--- config.mk ---
export PLATFORM = sky130hd
export DESIGN_NAME = hpid_out_stage
export DESIGN_NICKNAME = d
export VERILOG_FILES = /design/src/rtl/hpid_pkg.sv /design/src/rtl/hpid_out_stage.sv
export SDC_FILE = /design/constraint.sdc
export NUM_CORES = 1
export LEC_CHECK = 0
export ABC_AREA = 1
export BUFFER_PORTS_ARGS = -buffer_cell sky130_fd_sc_hd__buf_4
export CAP_MARGIN = 20
export CORE_MARGIN = 3
export CORE_UTILIZATION = 30
export CTS_CLUSTER_DIAMETER = 120
export CTS_CLUSTER_SIZE = 20
export DETAILED_ROUTE_END_ITERATION = 8
export SYNTH_ARGS = -nofsm -noshare
export SYNTH_HDL_FRONTEND = slang
export SYNTH_SLANG_ARGS = --single-unit
--- constraint.sdc ---
create_clock -name clk -period 10.9 [get_ports clk]
set_clock_uncertainty 0.15 [all_clocks]
set_input_delay 0 -clock clk [delete_from_list [all_inputs] [get_ports clk]]
set_output_delay 0 -clock clk [all_outputs]
set_load 0.005 [all_outputs]
--- src/rtl/hpid_pkg.sv ---
package hpid_pkg;

	localparam logic signed [17:0] PI_Q12     = 18'sd12868;
	localparam logic signed [17:0] TWO_PI_Q12 = 18'sd25736;

	localparam int DERIV_SHIFT   = 4;
	localparam int DERIV_DIVISOR = 1 << DERIV_SHIFT;
	localparam int ROUND_SHIFT   = 12;
	localparam int ROUND_HALF    = 1 << (ROUND_SHIFT - 1);

	localparam logic [15:0] GAIN_P_RESET      = 16'd16384;
	localparam logic [15:0] GAIN_I_RESET      = 16'd737;
	localparam logic [15:0] GAIN_D_RESET      = 16'd5325;
	localparam logic [14:0] SPEED_LIMIT_RESET = 15'd24576;
	localparam logic [11:0] STEP_LIMIT_RESET  = 12'd205;
	localparam logic [11:0] RESET_BAND_RESET  = 12'd20;
	localparam logic [11:0] DONE_BAND_RESET   = 12'd4;

	typedef enum logic [2:0] {
		REG_GAIN_P      = 3'd0,
		REG_GAIN_I      = 3'd1,
		REG_GAIN_D      = 3'd2,
		REG_SPEED_LIMIT = 3'd3,
		REG_STEP_LIMIT  = 3'd4,
		REG_RESET_BAND  = 3'd5,
		REG_DONE_BAND   = 3'd6
	} reg_index_t;

	typedef struct packed {
		logic [15:0] gain_p;
		logic [15:0] gain_i;
		logic [15:0] gain_d;
		logic [14:0] speed_limit;
		logic [11:0] step_limit;
		logic [11:0] reset_band;
		logic [11:0] done_band;
	} cfg_t;

	typedef struct packed {
		logic               done;
		logic signed [15:0] err;
		logic signed [16:0] diff;
		logic signed [23:0] integ;
	} err_bundle_t;

	typedef struct packed {
		logic               done;
		logic signed [32:0] prop;
		logic signed [40:0] integ;
		logic signed [33:0] deriv;
	} prod_bundle_t;

	function automatic logic signed [17:0] wrap_step(input logic signed [17:0] a);
		if (a <= -PI_Q12) begin
			return a + TWO_PI_Q12;
		end else if (a > PI_Q12) begin
			return a - TWO_PI_Q12;
		end else begin
			return a;
		end
	endfunction

endpackage

--- src/rtl/hpid_out_stage.sv ---
module hpid_out_stage (
	input  logic                   clk,
	input  hpid_pkg::cfg_t         cfg,
	input  logic                   advance,
	input  hpid_pkg::prod_bundle_t res_s3,
	output logic signed [15:0]     left_q,
	output logic signed [15:0]     right_q,
	output logic                   done_q
);
	import hpid_pkg::*;

	logic signed [41:0] dext;
	logic signed [41:0] bias;
	logic signed [41:0] dterm;
	logic signed [41:0] acc;
	logic signed [41:0] rnd;
	logic signed [41:0] lim_pos;
	logic signed [41:0] lim_neg;
	logic signed [15:0] speed;

	always_comb begin
		dext    = 42'(res_s3.deriv);
		bias    = res_s3.deriv[33] ? 42'(DERIV_DIVISOR - 1) : '0;
		dterm   = (dext + bias) >>> DERIV_SHIFT;
		acc     = 42'(res_s3.prop) + 42'(res_s3.integ) + dterm;
		rnd     = (acc + 42'(ROUND_HALF)) >>> ROUND_SHIFT;
		lim_pos = $signed({27'd0, cfg.speed_limit});
		lim_neg = -lim_pos;
		if (rnd > lim_pos) begin
			speed = lim_pos[15:0];
		end else if (rnd < lim_neg) begin
			speed = lim_neg[15:0];
		end else begin
			speed = rnd[15:0];
		end
	end

	always_ff @(posedge clk) begin
		if (advance) begin
			if (res_s3.done) begin
				left_q  <= '0;
				right_q <= '0;
				done_q  <= 1'b1;
			end else begin
				left_q  <= -speed;
				right_q <= speed;
				done_q  <= 1'b0;
			end
		end
	end

endmodule

Yosys cells after proc, flatten, opt, wreduce, memory -nomap -nowiden --
Cells that the tools add are included.
Word-level totals: register bits after elaboration 33, input bits 210, output and inout bits 33, logic and storage cells 15
Operators by class: add/sub/neg operators 6, order comparisons 2, multiplexer cells 4
Operators by type and width (count):
- $add 33x41->42 | 1
- $add 42x13->42 const B | 1
- $add 42x31->42 | 1
- $lt 30x42->1 | 1
- $neg 15->42 | 1
- $add 34x5->35 | 1
- $mux 16 | 2
- $gt 30x16->1 | 1
- $neg 16->16 | 1
- $mux 4 | 1
- $mux 1 | 1

Logic depth before layout (Yosys ltp) --
Gate-level depths: netlist of run 1.
depth in word-level cells 8, depth in mapped cells 72, depth with buffers taken out 72

Least setup slack after synthesis of run 1 --
OpenSTA, ideal clock, no wires.
kind input to register, start in res_s3[2] in the netlist's numbering, end reg left_q[12], data pin, library setup time 0.253 ns, data arrival time 7.599 ns, required time 10.497 ns, slack 2.898 ns, stages on the path 66, buffers on the path 0, path through ha_1 nand2_1 nor3_2 nor2_2 nor2_4 nand2_2 nor2_2 inv_2 nor2_4 inv_2 nor2_4 inv_2 nor2_4 nand3_4 nor3_4 nand2_2 nor2_4 nand2_2 (+30 left out) nand4_1 nor2_1 o21bai_1 nand2_1 nand3_2 nand2_4 inv_1 nor2_1 nand2_1 o21ai_2 ha_1 nand3_1 inv_1 nand2_1 nor2_1 nand3_1 nand2_1 nor2_1
On the way: cells in the longest elaborated chain, start to end 7, elaborated cells between the ends (all ways) 8, those cells by class 4 x add/sub; 2 x order compare; 2 x mux
Ends and longest elaborated chain:
- start, declared | RTL line hpid_out_stage.sv:5 | input hpid_pkg::prod_bundle_t res_s3,
- $add 34x5->35 * | RTL line hpid_out_stage.sv:24 | dterm = (dext + bias) >>> DERIV_SHIFT;
- $add 42x31->42 * | RTL line hpid_out_stage.sv:25 | acc = 42'(res_s3.prop) + 42'(res_s3.integ) + dterm;
- $add 42x13->42 * | RTL line hpid_out_stage.sv:26 | rnd = (acc + 42'(ROUND_HALF)) >>> ROUND_SHIFT;
- $lt 30x42->1 | RTL line hpid_out_stage.sv:31 | end else if (rnd < lim_neg) begin
- $mux 16 | RTL line hpid_out_stage.sv:31
- $mux 16 * | RTL line hpid_out_stage.sv:29 | if (rnd > lim_pos) begin
- $neg 16->16 * | RTL line hpid_out_stage.sv:45 | left_q <= -speed;
- end signal, assigned | RTL line hpid_out_stage.sv:45
- end, declared | RTL line hpid_out_stage.sv:6 | output logic signed [15:0] left_q,
Every way passes the cells marked *; elsewhere a longest branch is shown, timed or not. A chain may end at the register's enable or synchronous reset.

Worst setup path in the final report of run 1 --
start in res_s3[33] in the netlist's numbering, end reg left_q[12], data pin
On the way: cells in the longest elaborated chain, start to end 8, elaborated cells between the ends (all ways) 9, those cells by class 4 x add/sub; 2 x order compare; 3 x mux
Ends and longest elaborated chain:
- $mux 4 | RTL line hpid_out_stage.sv:23 | bias = res_s3.deriv[33] ? 42'(DERIV_DIVISOR - 1) : '0;
- $add 34x5->35 * | RTL line hpid_out_stage.sv:24
- $add 42x31->42 * | RTL line hpid_out_stage.sv:25
- $add 42x13->42 * | RTL line hpid_out_stage.sv:26
- $lt 30x42->1 | RTL line hpid_out_stage.sv:31
- $mux 16 | RTL line hpid_out_stage.sv:31
- $mux 16 * | RTL line hpid_out_stage.sv:29
- $neg 16->16 * | RTL line hpid_out_stage.sv:45
Marks and branches as above.

==> qor.yml, run 1 <==
hold_path:
  min_path_cells: 1
  min_to: "left_q[3]$_SDFFCE_PP0P_"
  hp-class: "in -> reg"
  hold_start: "advance"
timing:
  holdWs_ps: 27.24
  max_freq_ghz: 0.1052
  hold_viol_final: 0
  rsz0062_at_grt: "no"
  setup_viol: 0
  finalSetupTns_ps: 0
  worst_pin_slew_ps: 828.9
  period_minus_slack_ps: 9503
  finalCritPeriodShare: 0.8719
  slew_headroom: 0.4423
  maxSlewViolCount: 0
clock_tree:
  cts_buffer_depth: 2
  post_cts_buffers: 0
  ctsHoldBuffers: 2
  clk_pin_slew_ps: 50
  cts-root-buf: "clkbuf_16"
  post_cts_resize_count: 0
  clock-sinks: 32
  htreeDepth: 2
  numCtsBuffers: 5
  cts_tree: "done"
place:
  portBuffers: 158
  placed_area_mm2: 0.01035
  hpwl_mm: 21.49
  gp_congestion: 0.9071
synth:
  synth-edff-count: 32
  avgSynthCellArea_um2: 6.477
  synth_cell_types: 48
  ys_seq_area_frac: 0.1099
  synth.top_cell.area_share: 0.1875
  syn_area_mm2: 0.008743
  synth_area_leader_cell: "ha_1"
  yosys_warnings: 0
  synth_seq_cells: 32
  synthFlopType: "edfxtp_1"
  syn_nets: 1731
  syn_inst: 1350
  synthArstFlopShare: 0
  synth_top_cells_by_area: "ha_1 (19%), inv_1 (14%), nand2_1 (12%)"
setup_path:
  cp.required_ps: 10770
  worstPathArrival_ps: 9370
  cp-end-kind: "register"
  path_buf_inv: 16
  crit_path_start_kind: "primary input"
  critical-path-slowest-cell: "fa_1"
  crit_fanout: 17
  crit_type: "in -> reg"
  cp_slowest_stage_delay_ps: 480
  cp_top_family: "simple AND/OR/NAND/NOR gates"
  crit_path_frequent_cell: "nand2_1"
cells_and_area:
  final_cell_mix: "inv_1 (328), nand2_1 (269), buf_4 (159)"
  diodes: 0
  finalInstanceArea_mm2: 0.01051
  syn_to_final_growth_pct: 20.16
  drive_above_1_share: 0.1412
  layout.nets: 1889
  mostFrequentLayoutCell: "inv_1"
global_route:
  grt_pass1_vias: 8637
  grt_pass1_wl_mm: 39.81
  grt_overflow: 0
  grt_max_degree: 33
  antenna_found_initial: 0
  grt.total_usage: 0.1515
power_and_ir_drop:
  peakVddDrop_mv: 0.06877
  power_density_mw_per_mm2: 144.6
  p_leak_nw: 5.872
route:
  drt_iter0_markers: 554
  first_pass_iters: 5
  routed_wl_mm: 23.66
  drcViolationCount: 0
  dr_total_vias: 8682
  wl_per_cell_um: 12.55
  ant_nets: 0
  avgViaCountPerCell: 4.603
floorplan:
  core_area_mm2: 0.02824
  die_y_um: 176.7
  core.rowCount: 61
  ios: 243
  initial_utilization: 0.3096
  fp.dieW_um: 176.7
  die-area_mm2: 0.03123
flow_run:
  maxCapViolCount: 0
outcome:
  outcome: "finished, final reports clean"
cell type report:
type	instances	area, µm²
Sequential cell	32	960.9
Tap cell	378	473.0
Timing Repair Buffer	161	1214
Inverter	338	1269
Clock inverter	2	7.507
Clock buffer	5	125.1
Multi-Input combinational cell	970	6457
Fill cell	3135	17730
Yosys cell counts (11+ instances only):
| master | number |
|---|---|
| a21oi_1 | 83 |
| inv_1 | 328 |
| fa_1 | 40 |
| xor2_1 | 38 |
| nor3_1 | 18 |
| nand3_1 | 84 |
| xnor2_1 | 12 |
| ha_1 | 131 |
| nand2_1 | 269 |
| edfxtp_1 | 32 |
| nand4_1 | 19 |
| nor2_1 | 136 |
| o21ai_0 | 41 |
| nor2_4 | 11 |
| a31oi_1 | 13 |
per-stage QoR:
stage               std cells  power (mW)  utilization  worst slack, ps
finish                   1886       1.519       0.3720             1397
global route             1886       1.725       0.3720            508.1
CTS                      1886       1.520       0.3720             1421
detailed placement       1877       1.389       0.3666             1200
global placement         1877       1.371       0.3666             1325
floorplan                1350       1.053            -             2898
flip-flops by register name, summed over array words and instances (netlist names):
register  count
right_q      15
done_q        1
left_q       16
cell families (layout without fill, tap and decap cells):
| kind of cell | count (synthesis) | count (layout) | synth area share |
|---|---|---|---|
| flip-flops | 32 | 32 | 0.1099 |
| AO/OA/AOI/OAI | 175 | 175 | 0.1139 |
| XOR/XNOR | 50 | 50 | 0.05009 |
| AND/OR/NAND/NOR | 574 | 574 | 0.2955 |
| adder cells (fa/ha/maj) | 171 | 171 | 0.2790 |
| buffers and inverters | 348 | 506 | 0.1515 |
where the power goes:
group	leakage, nW	total [mW]	switching, mW	internal, mW
clock	0.0648	0.124	0.0425	0.0811
combinational	5.50	1.20	0.767	0.438
sequential	0.309	0.190	0.00856	0.182
worst max-delay path by stage:
stage / from / end / slack [ps] / cells past startpoint
after floorplan: res_s3[2] / left_q[12]$_SDFFCE_PP0P_ / 2900 / 66
after global routing: res_s3[33] / left_q[14]$_SDFFCE_PP0P_ / 510 / 71
after global placement: res_s3[33] / left_q[12]$_SDFFCE_PP0P_ / 1320 / 71
after detailed placement: res_s3[33] / left_q[12]$_SDFFCE_PP0P_ / 1200 / 71
after CTS: res_s3[33] / left_q[12]$_SDFFCE_PP0P_ / 1420 / 71
final: res_s3[33] / left_q[12]$_SDFFCE_PP0P_ / 1400 / 71
per-layer routing:
| metal | share of wire | vias to the layer above | routed length, µm | track usage |
|---|---|---|---|---|
| met4 | 0.014 | 0 | 329 | 0.02684 |
| li1 | - | 4589 | - | - |
| met3 | 0.051 | 24 | 1217 | 0.01373 |
| met5 | 0 | - | 0 | 0 |
| met1 | 0.48 | 3858 | 11450 | 0.2101 |
| met2 | 0.45 | 211 | 10670 | 0.2598 |
Power figures use the tool's default switching activity.
==> run 2, diff against run 1 <==
CORE_UTILIZATION = 50   (was 30)
PLACE_DENSITY = 0.77   (was default)
==> run 2 against run 1 <==
  * Sequential power about the same
  * Clock-buffer cell count is 1 higher
  * Clock power up 27%
  * Flip-flop and latch count unchanged
  * Worst setup slack got worse by 52 ps
  * Utilization increased by 24 points
  * Critical endpoint unchanged
==> qor.yml, run 2 (synthesized netlist as in run 1, its figures left out) <==
outcome:
  outcome: "finished, final reports clean"
global_route:
  antenna_found_initial: 0
  grt_pass1_vias: 8588
  grt_pass1_wl_mm: 37.96
  grt_max_degree: 33
  grt_overflow: 0
  grt.total_usage: 0.2313
cells_and_area:
  final_core_util: 0.6143
  layout.nets: 1888
  top_regs: "left_q (16), right_q (15), done_q (1)"
  multi_input_area_mm2: 0.006457
  largest_register_ffs: 16
  diodes: 0
  drive_above_1_share: 0.1419
  syn_to_final_growth_pct: 18.17
  mostFrequentLayoutCell: "inv_1"
  fill_cells: 1640
  seq_area_um2: 960.9
  top_register: "left_q"
  final_cell_mix: "inv_1 (328), nand2_1 (269), buf_4 (158)"
  layout.cells.non_filler: 1728
route:
  ant_nets: 0
  wl_per_cell_um: 13.05
  dr_total_vias: 8859
  first_pass_iters: 6
  drt_iter0_markers: 396
  routed_wl_mm: 22.54
  avgViaCountPerCell: 5.127
  drcViolationCount: 0
clock_tree:
  clk_pin_slew_ps: 50
  clock-sinks: 32
  cts_tree: "done"
  cts_buffer_depth: 2
  numCtsBuffers: 5
  htreeDepth: 2
  ctsHoldBuffers: 2
  cts-root-buf: "clkbuf_16"
  post_cts_buffers: 0
  post_cts_resize_count: 0
power_and_ir_drop:
  p_leak_nw: 5.884
  peakVddDrop_mv: 0.1371
  power_density_mw_per_mm2: 150.5
setup_path:
  crit_start: "res_s3[33]"
  crit_fanout: 17
  cp_slowest_stage_delay_ps: 470
  crit_path_frequent_cell: "nor2_4"
  cp-endpoint: "left_q[12]$_SDFFCE_PP0P_"
  cp_top_family: "simple AND/OR/NAND/NOR gates"
  cp-end-kind: "register"
  path_buf_inv: 14
  cp.required_ps: 10790
  cp_num_cells: 67
  crit_type: "in -> reg"
  worstPathArrival_ps: 9440
  crit_path_start_kind: "primary input"
  critical-path-slowest-cell: "fa_1"
timing:
  rsz0062_at_grt: "no"
  period_minus_slack_ps: 9555
  slew_headroom: 0.5200
  finalCritPeriodShare: 0.8766
  setup_viol: 0
  hold_viol_final: 0
  maxSlewViolCount: 0
  worst_pin_slew_ps: 713.4
  finalSetupTns_ps: 0
  max_freq_ghz: 0.1047
flow_run:
  maxCapViolCount: 0
place:
  hpwl_mm: 20.28
  dp.cells: 1718
  portBuffers: 158
  gp_congestion: 0.9464
hold_path:
  hp-class: "in -> reg"
floorplan:
  initial_utilization: 0.5199
  core_area_mm2: 0.01682
  die_y_um: 138.2
  fp.dieW_um: 138.2
  die-area_mm2: 0.01911
  ios: 243
  core.rowCount: 47
## run 2: cell count changes in the layout (fill, tap and decap cells not counted), sizes merged
cell    delta
bufinv     +1
buf        -1
clkinv     -1
clkbuf     +1
## run 2: worst min-delay path by stage
stage	from	endpoint	slack (ps)	depth (start not counted)
2_1_floorplan	res_s3[108]	done_q$_DFFE_PP_	-50	0
3_3_place_gp	res_s3[108]	done_q$_DFFE_PP_	230	1
3_5_place_dp	res_s3[108]	done_q$_DFFE_PP_	230	1
4_1_cts	advance	left_q[13]$_SDFFCE_PP0P_	20	1
5_1_grt	advance	right_q[13]$_SDFFCE_PP0P_	20	1
6_report	advance	right_q[13]$_SDFFCE_PP0P_	10	1
## run 2: per-stage QoR
stage	total power [mW]	cell area, µm²	hold slack, ps	setup WS (ps)
detailed placement	1.390	10150	231.5	1154
finish	1.555	10330	14.33	1345
global placement	1.364	10150	228.8	1336
floorplan	1.053	8743	-51.13	2898
global route	1.738	10330	21.50	384.4
CTS	1.553	10330	15.68	1423
## run 2: area by class of cell
| type | count | share of cell area |
|---|---|---|
| clock inverters | 2 | 0.003391 |
| well taps | 220 | 0.02664 |
| clock buffers | 6 | 0.01247 |
| inverters | 338 | 0.1228 |
| repair buffers | 160 | 0.1167 |
| multi-input cells | 970 | 0.6250 |
| flip-flops and latches | 32 | 0.09300 |
## run 2: routing by layer
layer / GRT usage / vias up / part of all wire
li1: - / 4585 / -
met1: 0.2969 / 3951 / 0.44
met2: 0.4124 / 293 / 0.48
met3: 0.02970 / 30 / 0.061
met4: 0.05824 / 0 / 0.020
met5: 0 / - / 0
## run 2: report_power, final
group | switching (mW) | leakage (nW) | internal, mW
Sequential | 0.00731 | 0.309 | 0.181
Clock | 0.0493 | 0.0808 | 0.107
Combinational | 0.770 | 5.49 | 0.440
Total | 0.826 | 5.88 | 0.729
