`src/rtl/hpid_pkg.sv`:
```
package hpid_pkg;

	localparam logic signed [17:0] PI_Q12     = 18'sd12868;
	localparam logic signed [17:0] TWO_PI_Q12 = 18'sd25736;

	localparam int DERIV_SHIFT   = 4;
	localparam int DERIV_DIVISOR = 1 << DERIV_SHIFT;
	localparam int ROUND_SHIFT   = 12;
	localparam int ROUND_HALF    = 1 << (ROUND_SHIFT - 1);

	localparam logic [15:0] GAIN_P_RESET      = 16'd16384;
	localparam logic [15:0] GAIN_I_RESET      = 16'd737;
	localparam logic [15:0] GAIN_D_RESET      = 16'd5325;
	localparam logic [14:0] SPEED_LIMIT_RESET = 15'd24576;
	localparam logic [11:0] STEP_LIMIT_RESET  = 12'd205;
	localparam logic [11:0] RESET_BAND_RESET  = 12'd20;
	localparam logic [11:0] DONE_BAND_RESET   = 12'd4;

	typedef enum logic [2:0] {
		REG_GAIN_P      = 3'd0,
		REG_GAIN_I      = 3'd1,
		REG_GAIN_D      = 3'd2,
		REG_SPEED_LIMIT = 3'd3,
		REG_STEP_LIMIT  = 3'd4,
		REG_RESET_BAND  = 3'd5,
		REG_DONE_BAND   = 3'd6
	} reg_index_t;

	typedef struct packed {
		logic [15:0] gain_p;
		logic [15:0] gain_i;
		logic [15:0] gain_d;
		logic [14:0] speed_limit;
		logic [11:0] step_limit;
		logic [11:0] reset_band;
		logic [11:0] done_band;
	} cfg_t;

	typedef struct packed {
		logic               done;
		logic signed [15:0] err;
		logic signed [16:0] diff;
		logic signed [23:0] integ;
	} err_bundle_t;

	typedef struct packed {
		logic               done;
		logic signed [32:0] prop;
		logic signed [40:0] integ;
		logic signed [33:0] deriv;
	} prod_bundle_t;

	function automatic logic signed [17:0] wrap_step(input logic signed [17:0] a);
		if (a <= -PI_Q12) begin
			return a + TWO_PI_Q12;
		end else if (a > PI_Q12) begin
			return a - TWO_PI_Q12;
		end else begin
			return a;
		end
	endfunction

endpackage

```
`src/rtl/hpid_err_stage.sv`:
```
module hpid_err_stage (
	input  logic                 clk,
	input  logic                 arst_n,
	input  hpid_pkg::cfg_t       cfg,
	input  logic                 advance,
	input  logic signed [14:0]   yaw,
	input  logic signed [15:0]   target,
	output hpid_pkg::err_bundle_t res_s2
);
	import hpid_pkg::*;

	logic signed [17:0] yaw_w;
	logic signed [17:0] diff_raw;
	logic signed [17:0] err_w;
	logic signed [15:0] err;
	logic [14:0]        err_mag;
	logic               in_reset_band;
	logic               in_done_band;
	logic signed [12:0] lim;
	logic signed [12:0] inc;
	logic signed [24:0] sum;
	logic signed [23:0] sum_sat;
	logic signed [23:0] integ_next;
	logic signed [16:0] diff;
	logic signed [15:0] prev_error_q;
	logic signed [23:0] integ_q;

	always_comb begin
		yaw_w         = wrap_step(18'(yaw));
		diff_raw      = 18'(target) - yaw_w;
		err_w         = wrap_step(wrap_step(diff_raw));
		err           = err_w[15:0];
		err_mag       = err[15] ? 15'(-err) : 15'(err);
		in_reset_band = err_mag <= {3'b000, cfg.reset_band};
		in_done_band  = err_mag <= {3'b000, cfg.done_band};
		lim           = $signed({1'b0, cfg.step_limit});
		if (err > 16'(lim)) begin
			inc = lim;
		end else if (err < -16'(lim)) begin
			inc = -lim;
		end else begin
			inc = 13'(err);
		end
		sum = 25'(integ_q) + 25'(inc);
		if (sum[24] != sum[23]) begin
			sum_sat = sum[24] ? 24'sh800000 : 24'sh7FFFFF;
		end else begin
			sum_sat = sum[23:0];
		end
		integ_next = (in_reset_band || in_done_band) ? '0 : sum_sat;
		diff       = 17'(err) - 17'(prev_error_q);
	end

	always_ff @(posedge clk or negedge arst_n) begin
		if (!arst_n) begin
			prev_error_q <= '0;
			integ_q      <= '0;
		end else if (advance) begin
			prev_error_q <= in_done_band ? prev_error_q : err;
			integ_q      <= integ_next;
		end
	end

	always_ff @(posedge clk) begin
		if (advance) begin
			res_s2.done  <= in_done_band;
			res_s2.err   <= err;
			res_s2.diff  <= diff;
			res_s2.integ <= integ_next;
		end
	end

endmodule

```
`config.mk`:
```
export PLATFORM = sky130hd
export DESIGN_NAME = hpid_err_stage
export DESIGN_NICKNAME = d
export VERILOG_FILES = /design/src/rtl/hpid_pkg.sv /design/src/rtl/hpid_err_stage.sv
export SDC_FILE = /design/constraint.sdc
export NUM_CORES = 1
export LEC_CHECK = 0
export BUFFER_PORTS_ARGS = -buffer_cell sky130_fd_sc_hd__buf_2
export CAP_MARGIN = 20
export CORE_MARGIN = 2
export CORE_UTILIZATION = 46
export DETAILED_ROUTE_END_ITERATION = 16
export GPL_TIMING_DRIVEN = 1
export PLACE_DENSITY = 0.7
export SLEW_MARGIN = 20
export SYNTH_ARGS = -nofsm -noshare
export SYNTH_HDL_FRONTEND = slang
export SYNTH_SLANG_ARGS = --single-unit
```
`constraint.sdc`:
```
create_clock -name clk -period 3.8 [get_ports clk]
set_clock_uncertainty 0.1 [all_clocks]
set_input_delay 0.76 -clock clk [delete_from_list [all_inputs] [get_ports clk]]
set_output_delay 0.76 -clock clk [all_outputs]
set_load 0.005 [all_outputs]
```
# == Word level (Yosys, flattened, before mapping) ==
# Cells that the tools add are included.
# op_classes
reduce_logical,2
eq_ne,1
muxes,12
add_sub_neg,12
bitwise,1
n_lt_le_gt_ge,10
# ops
op,n
18-bit 2-to-1 mux,4
24-bit 2-to-1 mux,3
"18-bit by 15-bit > comparator with 1-bit output, second input constant",2
"18-bit by 15-bit <= comparator with 1-bit output, second input constant",2
16-bit 2-to-1 mux,2
15-bit by 12-bit <= comparator with 1-bit output,2
13-bit 2-to-1 mux,2
24-bit by 13-bit adder with 25-bit output,1
"18-bit by 16-bit adder with 18-bit output, second input constant",1
16-bit by 18-bit subtractor with 18-bit output,1
"18-bit by 16-bit subtractor with 18-bit output, second input constant",1
"15-bit by 16-bit adder with 17-bit output, second input constant",1
"15-bit by 16-bit subtractor with 17-bit output, second input constant",1
16-bit by 16-bit subtractor with 17-bit output,1
"16-bit adder, second input constant",1
16-bit by 13-bit > comparator with 1-bit output,1
16-bit < comparator,1
12-bit negator with 16-bit output,1
"16-bit subtractor, second input constant",1
"15-bit > comparator, second input constant",1
"15-bit <= comparator, second input constant",1
15-bit 2-to-1 mux,1
15-bit negator,1
12-bit negator with 13-bit output,1
other kinds (4),4
# word_totals
in_bits,133
ff_bits,98
out_inout_bits,58
wordCells,44

# == Longest topological paths before layout ==
# Gate-level depths: netlist (run 1).
# logic_depth
ltp_word,17
mapped_depth,65
depth_no_buf,59

# == Least setup slack after synthesis (run 1) ==
# No wires, ideal clock.
# synth_path
kind,input -> register
start,in yaw[1]
end,"reg res_s2[21] (netlist bit), data pin"
path_slack_ns,-8.530
cell_stages,59
path_buffers,7
t_arrival_ns,11.964
path_cell_list,or4_1 nor2_1 a21oi_1 o21ai_0 a21boi_0 o311ai_0 clkbuf_1 nor3_1 a31oi_1 xor2_1 ha_1 clkbuf_1 and4_1 nand2b_1 o211ai_1 or3_1 and2_1 clkbuf_1 [... 23 more ...] a21oi_1 o21bai_1 a21oi_1 o21bai_1 a21oi_1 o21bai_1 a21oi_1 o21bai_1 a21oi_1 nor2b_1 nor2_1 nor2_1 a31oi_1 a31oi_4 a21o_1 o311ai_4 clkbuf_1 nor2_1
# synth_via
elab_chain_cells,17
elab_cells_between_ends,33
# synth_lines
element,line_no,source
start: declaration,hpid_err_stage.sv:6,"input logic signed [14:0] yaw,"
15-bit by 16-bit subtractor with 17-bit output or 15-bit > comparator (tied branches),"hpid_pkg.sv:57, hpid_pkg.sv:56",
18-bit 2-to-1 mux,hpid_pkg.sv:56,end else if (a > PI_Q12) begin
18-bit 2-to-1 mux (*),hpid_pkg.sv:54,if (a <= -PI_Q12) begin
16-bit by 18-bit subtractor with 18-bit output (*),hpid_err_stage.sv:30,diff_raw = 18'(target) - yaw_w;
18-bit by 16-bit subtractor with 18-bit output or 18-bit by 15-bit > comparator with 1-bit output (tied branches),"hpid_pkg.sv:57, hpid_pkg.sv:56",
18-bit 2-to-1 mux,hpid_pkg.sv:56,
18-bit 2-to-1 mux (*),hpid_pkg.sv:54,
16-bit subtractor or 18-bit by 15-bit > comparator with 1-bit output (tied branches),"hpid_pkg.sv:57, hpid_pkg.sv:56",
[... 2 more ...],n/a,
net err_w[3],hpid_err_stage.sv:14,logic signed [17:0] err_w;
16-bit < comparator,hpid_err_stage.sv:39,end else if (err < -16'(lim)) begin
13-bit 2-to-1 mux,hpid_err_stage.sv:39,
13-bit 2-to-1 mux,hpid_err_stage.sv:37,if (err > 16'(lim)) begin
24-bit by 13-bit adder with 25-bit output,hpid_err_stage.sv:44,sum = 25'(integ_q) + 25'(inc);
24-bit 2-to-1 mux or 1-bit inequality test (tied branches),"hpid_err_stage.sv:46, hpid_err_stage.sv:45",
24-bit 2-to-1 mux,hpid_err_stage.sv:45,if (sum[24] != sum[23]) begin
24-bit 2-to-1 mux (*),hpid_err_stage.sv:50,integ_next = (in_reset_band || in_done_band) ? '0 : sum_sat;
net integ_next[21],hpid_err_stage.sv:23,logic signed [23:0] integ_next;
end: declaration,hpid_err_stage.sv:8,output hpid_pkg::err_bundle_t res_s2
# The timed path passes the listed nets; every way through them passes the cells marked *.
# A chain may end at the register's enable or synchronous reset.

# == Final worst setup path (run 1) ==
# layout_path
start,in yaw[0]
end,reg integ_q[10]
# layout_via
elab_chain_cells,17
elab_cells_between_ends,33
# layout_lines
element,line_no,source
15-bit by 16-bit subtractor with 17-bit output or 15-bit > comparator (tied branches),"hpid_pkg.sv:57, hpid_pkg.sv:56",
18-bit 2-to-1 mux,hpid_pkg.sv:56,
18-bit 2-to-1 mux (*),hpid_pkg.sv:54,
16-bit by 18-bit subtractor with 18-bit output (*),hpid_err_stage.sv:30,
18-bit by 16-bit subtractor with 18-bit output or 18-bit by 15-bit > comparator with 1-bit output (tied branches),"hpid_pkg.sv:57, hpid_pkg.sv:56",
18-bit 2-to-1 mux,hpid_pkg.sv:56,
18-bit 2-to-1 mux (*),hpid_pkg.sv:54,
16-bit subtractor or 18-bit by 15-bit > comparator with 1-bit output (tied branches),"hpid_pkg.sv:57, hpid_pkg.sv:56",
[... 2 more ...],n/a,
16-bit < comparator,hpid_err_stage.sv:39,
13-bit 2-to-1 mux,hpid_err_stage.sv:39,
13-bit 2-to-1 mux,hpid_err_stage.sv:37,
24-bit by 13-bit adder with 25-bit output,hpid_err_stage.sv:44,
24-bit 2-to-1 mux or 1-bit inequality test (tied branches),"hpid_err_stage.sv:46, hpid_err_stage.sv:45",
24-bit 2-to-1 mux,hpid_err_stage.sv:45,
24-bit 2-to-1 mux (*),hpid_err_stage.sv:50,
net integ_next[10],hpid_err_stage.sv:23,
end signal: assignment,hpid_err_stage.sv:60,integ_q <= integ_next;
end: declaration,hpid_err_stage.sv:26,logic signed [23:0] integ_q;
# Marks and branches as above.

==> out/results.tsv, run 1 <==
stage	metric	value	unit
clock_tree	cts_root_buf	clkbuf_16	
global_routing	grt-ovfl-total	0	
drt	ant_nets	0	
status	outcome	complete, but fails checks	
timing	setup_tns	-623.70	ns
logic_synthesis	synth.cell_area	11600	sq um
logic_synthesis	synth_cell_types	112	
logic_synthesis	synthCells	1393	
logic_synthesis	synth_common_cells	nand2_1, a21oi_1, inv_1, ha_1, nor2_1	
timing	period_minus_slack	12.90	ns
critical_path	timing.rr.start	integ_q[0]$_DFFE_PN0P_	
logic_synthesis	yosysMostFrequentCell	nand2_1	
timing	final.setup.worst_slack	-9.10	ns
clock_tree	cts_htree_levels	3	
timing	rsz0062_at_grt	true	
logic_synthesis	synth_top_area_cell	edfxtp_1	
drt	wl	48.8	mm
flow_run	maxCapViolCount	0	
timing	final_max_slew_viol_count	0	
logic_synthesis	synthFlopType	edfxtp_1	
layout	n_fill_cell	1495	
drt	routedWlPerCell	20.5	um
floorplan	io-pin-count	191	
placed_design	dp_hpwl	30.8	mm
critical_path	reg2regPathDepth	24	
critical_path	endpoint_kind	register	
logic_synthesis	synth.area.top_cells	edfxtp_1, ha_1, dfrtp_1, xnor2_1, a21oi_1	
clock_tree	max-clock-path-buffers	2	
global_routing	first_global_vias	13771	
logic_synthesis	seq_area_frac_synth	23.7	%
global_routing	grt_max_degree	48	
placed_design	gp_congestion	1.02	
hold_path	hold_depth	2	
clock_tree	cts_num_sinks	98	
clock_tree	cts.clk_slew.worst_paths	0.08	ns
timing	setup_viol	92	
hold_path	hold_start	prev_error_q[14]$_DFFE_PN0P_	
layout	area_delta_synth_final	64.6	%
global_routing	grt_pass1_wl	66.5	mm
critical_path	critPathLaunchType	input pin	
floorplan	fp.coreArea	24900	sq um
hold_path	whs_endpoint	prev_error_q[14]$_DFFE_PN0P_	
drt	drc	0	
layout	layout-drive-gt1-share	50.5	%
critical_path	cp_max_fo	8	
critical_path	critPathMostFrequentCell	buf_4	
logic_synthesis	syn_nets	1625	
drt	drt_first_pass_iters	6	
clock_tree	cts_made_buffers	9	
floorplan	die_area	26400	sq um
drt	vias	14691	
critical_path	worstSetupPathType	input pin to register	
logic_synthesis	syn_area_per_cell	8.29	sq um
critical_path	r2r_slack	-0.92	ns
drt	drt-initial-drc-count	1726	
hold_path	hold_path_class	register to register	
critical_path	arrival	13.11	ns
floorplan	fp.dieH	162	um
clock_tree	clk_latency	0.37	ns
global_routing	grt_antenna_before_repair	2	
logic_synthesis	synth_edf_count	58	
global_routing	gr-usage-all-layers	30.9	%
timing	worstMarginPinSlew	1.05	ns
critical_path	required	4.01	ns
timing	fin_crit_sh	339	%
critical_path	worstReg2RegEnd	integ_q[10]$_DFFE_PN0P_	
timing	hold_viol	0	
layout	fin_nets	2273	
critical_path	cpPeakStageDelay	0.64	ns
logic_synthesis	yosys_warnings	0	
placed_design	port-buffer-count	127	
clock_tree	tritoncts	yes	
critical_path	slowest_stage	o21ai_0	
timing	maxSlewHeadroom	29.8	%
floorplan	initial_core_util	46.4	%
drt	via_per_inst	6.18	
timing	fmax	77.5	MHz
floorplan	placementRows	58	
logic_synthesis	synth_top_area_share	15.1	%
logic_synthesis	synth-seq-cells	98	
logic_synthesis	synthArstFlopShare	40.8	%
floorplan	die_x	162	um
status	violations	negative setup slack	
how the worst max path moves through the flow:
stage                                   end  startpoint  slack [ns]  depth (start not counted)
global placement    integ_q[22]$_DFFE_PN0P_      yaw[0]       -8.43                         61
detailed placement   integ_q[0]$_DFFE_PN0P_      yaw[0]       -8.64                         61
CTS                  integ_q[3]$_DFFE_PN0P_      yaw[1]       -7.64                         64
finish              integ_q[10]$_DFFE_PN0P_      yaw[0]       -9.10                         62
global route        integ_q[10]$_DFFE_PN0P_      yaw[0]       -9.59                         65
floorplan           integ_q[22]$_DFFE_PN0P_      yaw[0]       -7.61                         61
critical path: cells and delay by family:
kind                       cells  cell delay, ns
and+or+nand+nor               14            2.83
xor gates and xnor gates       1            0.07
buffers and inverters         11            1.76
muxes                          1            0.14
AOI/OAI and AO/OA             32            6.59
adders and majority gates      3            0.92
final cells by class:
cell class              instances  area [sq um]  share of cell area [%]
clock buffers                  10           239                    1.26
well taps                     330           413                    2.17
multi-input cells            1117          9750                    51.3
clock inverters                 6          47.5                   0.250
repair buffers                700          5380                    28.3
flip-flops and latches         98          2740                    14.4
inverters                     115           449                    2.36
diodes                          1          2.50                  0.0132
cell usage in the layout, fill, tap and decap left out, types with 12 or more instances in the layout:
| cell | instances |
|---|---|
| a21o_1 | 13 |
| a21oi_1 | 70 |
| a21oi_2 | 31 |
| a21oi_4 | 12 |
| a31oi_1 | 13 |
| and3_1 | 14 |
| buf_2 | 123 |
| buf_4 | 499 |
| buf_6 | 62 |
| dfrtp_1 | 40 |
| edfxtp_1 | 58 |
| ha_1 | 90 |
| inv_1 | 99 |
| inv_2 | 12 |
| nand2_1 | 101 |
| nand2b_1 | 13 |
| nand3_1 | 28 |
| nand4_1 | 19 |
| nor2_1 | 81 |
| nor3_1 | 18 |
| o211ai_1 | 16 |
| o21ai_0 | 56 |
| o21ai_1 | 22 |
| o21ai_2 | 16 |
| o31a_1 | 13 |
| or3_1 | 16 |
| xnor2_1 | 60 |
| xnor2_2 | 12 |
| xor2_1 | 19 |
registers in the layout (all words and copies together), names as in the netlist:
register and flops:
prev_error_q 16, res_s2 58, integ_q 24
through the flow:
| stage | instance area [sq um] | hold slack, ns | util (%) | setup slack [ns] | std cells |
|---|---|---|---|---|---|
| after floorplan | 12000 | 0.350 | - | -7.61 | 1393 |
| after global placement | 16200 | 0.362 | 65.1 | -8.43 | 2243 |
| after detailed placement | 16200 | 0.374 | 65.1 | -8.64 | 2243 |
| after CTS | 17800 | 0.388 | 71.6 | -7.64 | 2328 |
| after global routing | 19000 | 0.415 | 76.4 | -9.59 | 2377 |
| final | 19000 | 0.384 | 76.4 | -9.10 | 2377 |
logic make-up after synthesis:
logic type	synth area share, %
fa+ha+maj	11.0
compound gates	30.2
mux	1.99
simple gates	18.6
xor+xnor	8.24
buf+inv	6.28
flops	23.7
layer usage:
layer	vias to the layer above	wire length, um	track usage (%)
li1	6525	-	-
met1	6889	17500	36.0
met2	952	23500	56.0
met3	325	4480	3.82
met4	0	3270	15.4
met5	-	0	0
repair_timing:
item | CTS | global route
hold buffers | 0 | 0
setup endpoints to repair | 92 | 92
hold endpoints to repair | 0 | 0
resized for setup | 171 | 174
setup buffers | 70 | 52
gates cloned | 2 | 3
pin swaps | 85 | 128
Power of run 1 is left out: the tool's default activity adds up to more than one toggle a clock period on the data nets, which glitch-free logic cannot reach.
==> run 2, diff against run 1 <==
GPL_TIMING_DRIVEN = 0   (was 1)
==> out/results.tsv, run 2 (synthesized netlist as in run 1, its figures left out) <==
stage	metric	value	unit	change
critical_path	required	4.00	ns	about the same
layout	fin_nets	1974		-13%
global_routing	grt_antenna_before_repair	2		unchanged
floorplan	die_x	162	um	unchanged
layout	fin_cells	2079		-13%
critical_path	worstReg2RegEnd	integ_q[10]$_DFFE_PN0P_		
drt	ant_nets	0		unchanged
layout	final_cell_mix	buf_4, buf_2, nand2_1		
placed_design	gp_congestion	0.982		-3.3%
clock_tree	clk_latency	0.36	ns	about the same
drt	drt_first_pass_iters	6		unchanged
drt	routedWlPerCell	20.1	um	-2.1%
timing	maxSlewHeadroom	40.0	%	+10 points
clock_tree	tritoncts	yes		
critical_path	crit_buf_inv	12		+1
floorplan	fp.dieH	162	um	unchanged
timing	period_minus_slack	12.14	ns	-0.761 ns
critical_path	r2r_slack	-0.47	ns	+0.45 ns
critical_path	timing.rr.start	integ_q[1]$_DFFE_PN0P_		
timing	setup_viol	92		unchanged
timing	rsz0062_at_grt	true		
layout	largest_reg_flops	58		unchanged
drt	drt-initial-drc-count	1171		-32%
placed_design	dp_slack	-10.16	ns	-1.53 ns
timing	fmax	82.4	MHz	+6.3%
placed_design	dp.cells	1845		-18%
critical_path	arrival	12.34	ns	-0.77 ns
clock_tree	cts_htree_levels	3		unchanged
layout	fin_util	69.3	%	-7.1 points
clock_tree	cts_num_sinks	98		unchanged
status	violations	negative setup slack		
floorplan	placementRows	58		unchanged
clock_tree	cts_root_buf	clkbuf_16		
drt	via_per_inst	6.32		+2.2%
global_routing	grt_max_degree	64		+33%
layout	layout-drive-gt1-share	42.6	%	-7.9 points
floorplan	initial_core_util	46.4	%	unchanged
timing	hold_viol	0		unchanged
clock_tree	cts.clk_slew.worst_paths	0.07	ns	about the same
critical_path	reg2regPathDepth	23		-4.2%
status	outcome	complete, but fails checks		
placed_design	dp_hpwl	26.4	mm	-14%
critical_path	cp_max_fo	7		-1
timing	fin_crit_sh	319	%	-20 points
critical_path	critPathMostFrequentCell	a21oi_2		
critical_path	crit_family	compound AO/OA/AOI/OAI gates		
clock_tree	holdBufCountCts	0		unchanged
global_routing	grt_pass1_wl	59.7	mm	-10%
drt	drc	0		unchanged
timing	worstMarginPinSlew	0.889	ns	-0.164 ns
drt	vias	13135		-11%
timing	final_max_slew_viol_count	0		unchanged
layout	area_delta_synth_final	49.2	%	
hold_path	hold_path_class	input pin to async pin		
critical_path	worstSetupPathType	input pin to register		
layout	mostFrequentLayoutCell	buf_4		
global_routing	first_global_vias	11745		-15%
global_routing	grt-ovfl-total	0		unchanged
placed_design	port-buffer-count	122		-3.9%
critical_path	endpoint_kind	register		
floorplan	die_area	26400	sq um	unchanged
floorplan	fp.coreArea	24900	sq um	unchanged
floorplan	io-pin-count	191		unchanged
global_routing	gr-usage-all-layers	27.7	%	-3.3 points
flow_run	maxCapViolCount	0		unchanged
critical_path	cpPeakStageDelay	0.58	ns	-0.06 ns
layout	n_fill_cell	1768		+18%
critical_path	critPathLaunchType	input pin		
drt	wl	41.8	mm	-14%
clock_tree	max-clock-path-buffers	2		unchanged
clock_tree	cts_made_buffers	9		unchanged
layout	largest-register	res_s2		
layout	largest_registers	res_s2: 58 flops, integ_q: 24 flops, prev_error_q: 16 flops		
timing	final.setup.worst_slack	-8.34	ns	+0.761 ns
critical_path	slowest_stage	or4_4		
run 2: timing repair:
action	in CTS	in global routing
buffers inserted	110	102
setup endpoints to repair	92	92
cloned	5	7
pin swaps	115	116
endpoints found under the hold margin	0	0
gates resized for setup	218	246
run 2: cell type report:
type                       instances  area, sq um  area share [%]
tap                              330          413            2.39
antenna                            2         5.00          0.0290
sequential                        98         2740            15.9
clock buffer                      13          260            1.51
multi-input combinational       1118        10200            59.0
timing repair buffer             342         2650            15.3
inverter                         115          462            2.68
buffer                            58          497            2.88
clock inverter                     3         46.3           0.268
run 2: worst max-delay path by stage:
stage	start	to	slack, ns	cells after the start
2_1_floorplan	yaw[0]	integ_q[22]$_DFFE_PN0P_	-7.61	61
3_3_place_gp	yaw[4]	integ_q[2]$_DFFE_PN0P_	-10.07	59
3_5_place_dp	yaw[4]	integ_q[4]$_DFFE_PN0P_	-10.16	59
4_1_cts	yaw[0]	integ_q[0]$_DFFE_PN0P_	-7.86	62
5_1_grt	yaw[0]	res_s2[0]$_DFFE_PP_	-8.81	66
6_report	yaw[0]	integ_q[10]$_DFFE_PN0P_	-8.34	64
run 2: metal layers:
metal | wire, um | vias up | global-route usage, %
li1 | - | 5953 | -
met3 | 2840 | 151 | 3.16
met1 | 16500 | 6403 | 35.8
met4 | 1460 | 2 | 7.88
met5 | 13 | - | 0
met2 | 21000 | 626 | 48.7
run 2: per-stage QoR:
stage | instance area (sq um) | TNS, ns | hold slack (ns)
after floorplan | 12000 | -543.63 | 0.350
after global placement | 13100 | -727.47 | 0.366
after detailed placement | 13100 | -736.43 | 0.371
after CTS | 15300 | -565.46 | 0.386
after global routing | 17200 | -631.27 | 0.336
final | 17200 | -592.08 | 0.301
Power of run 2 is left out for the same reason.
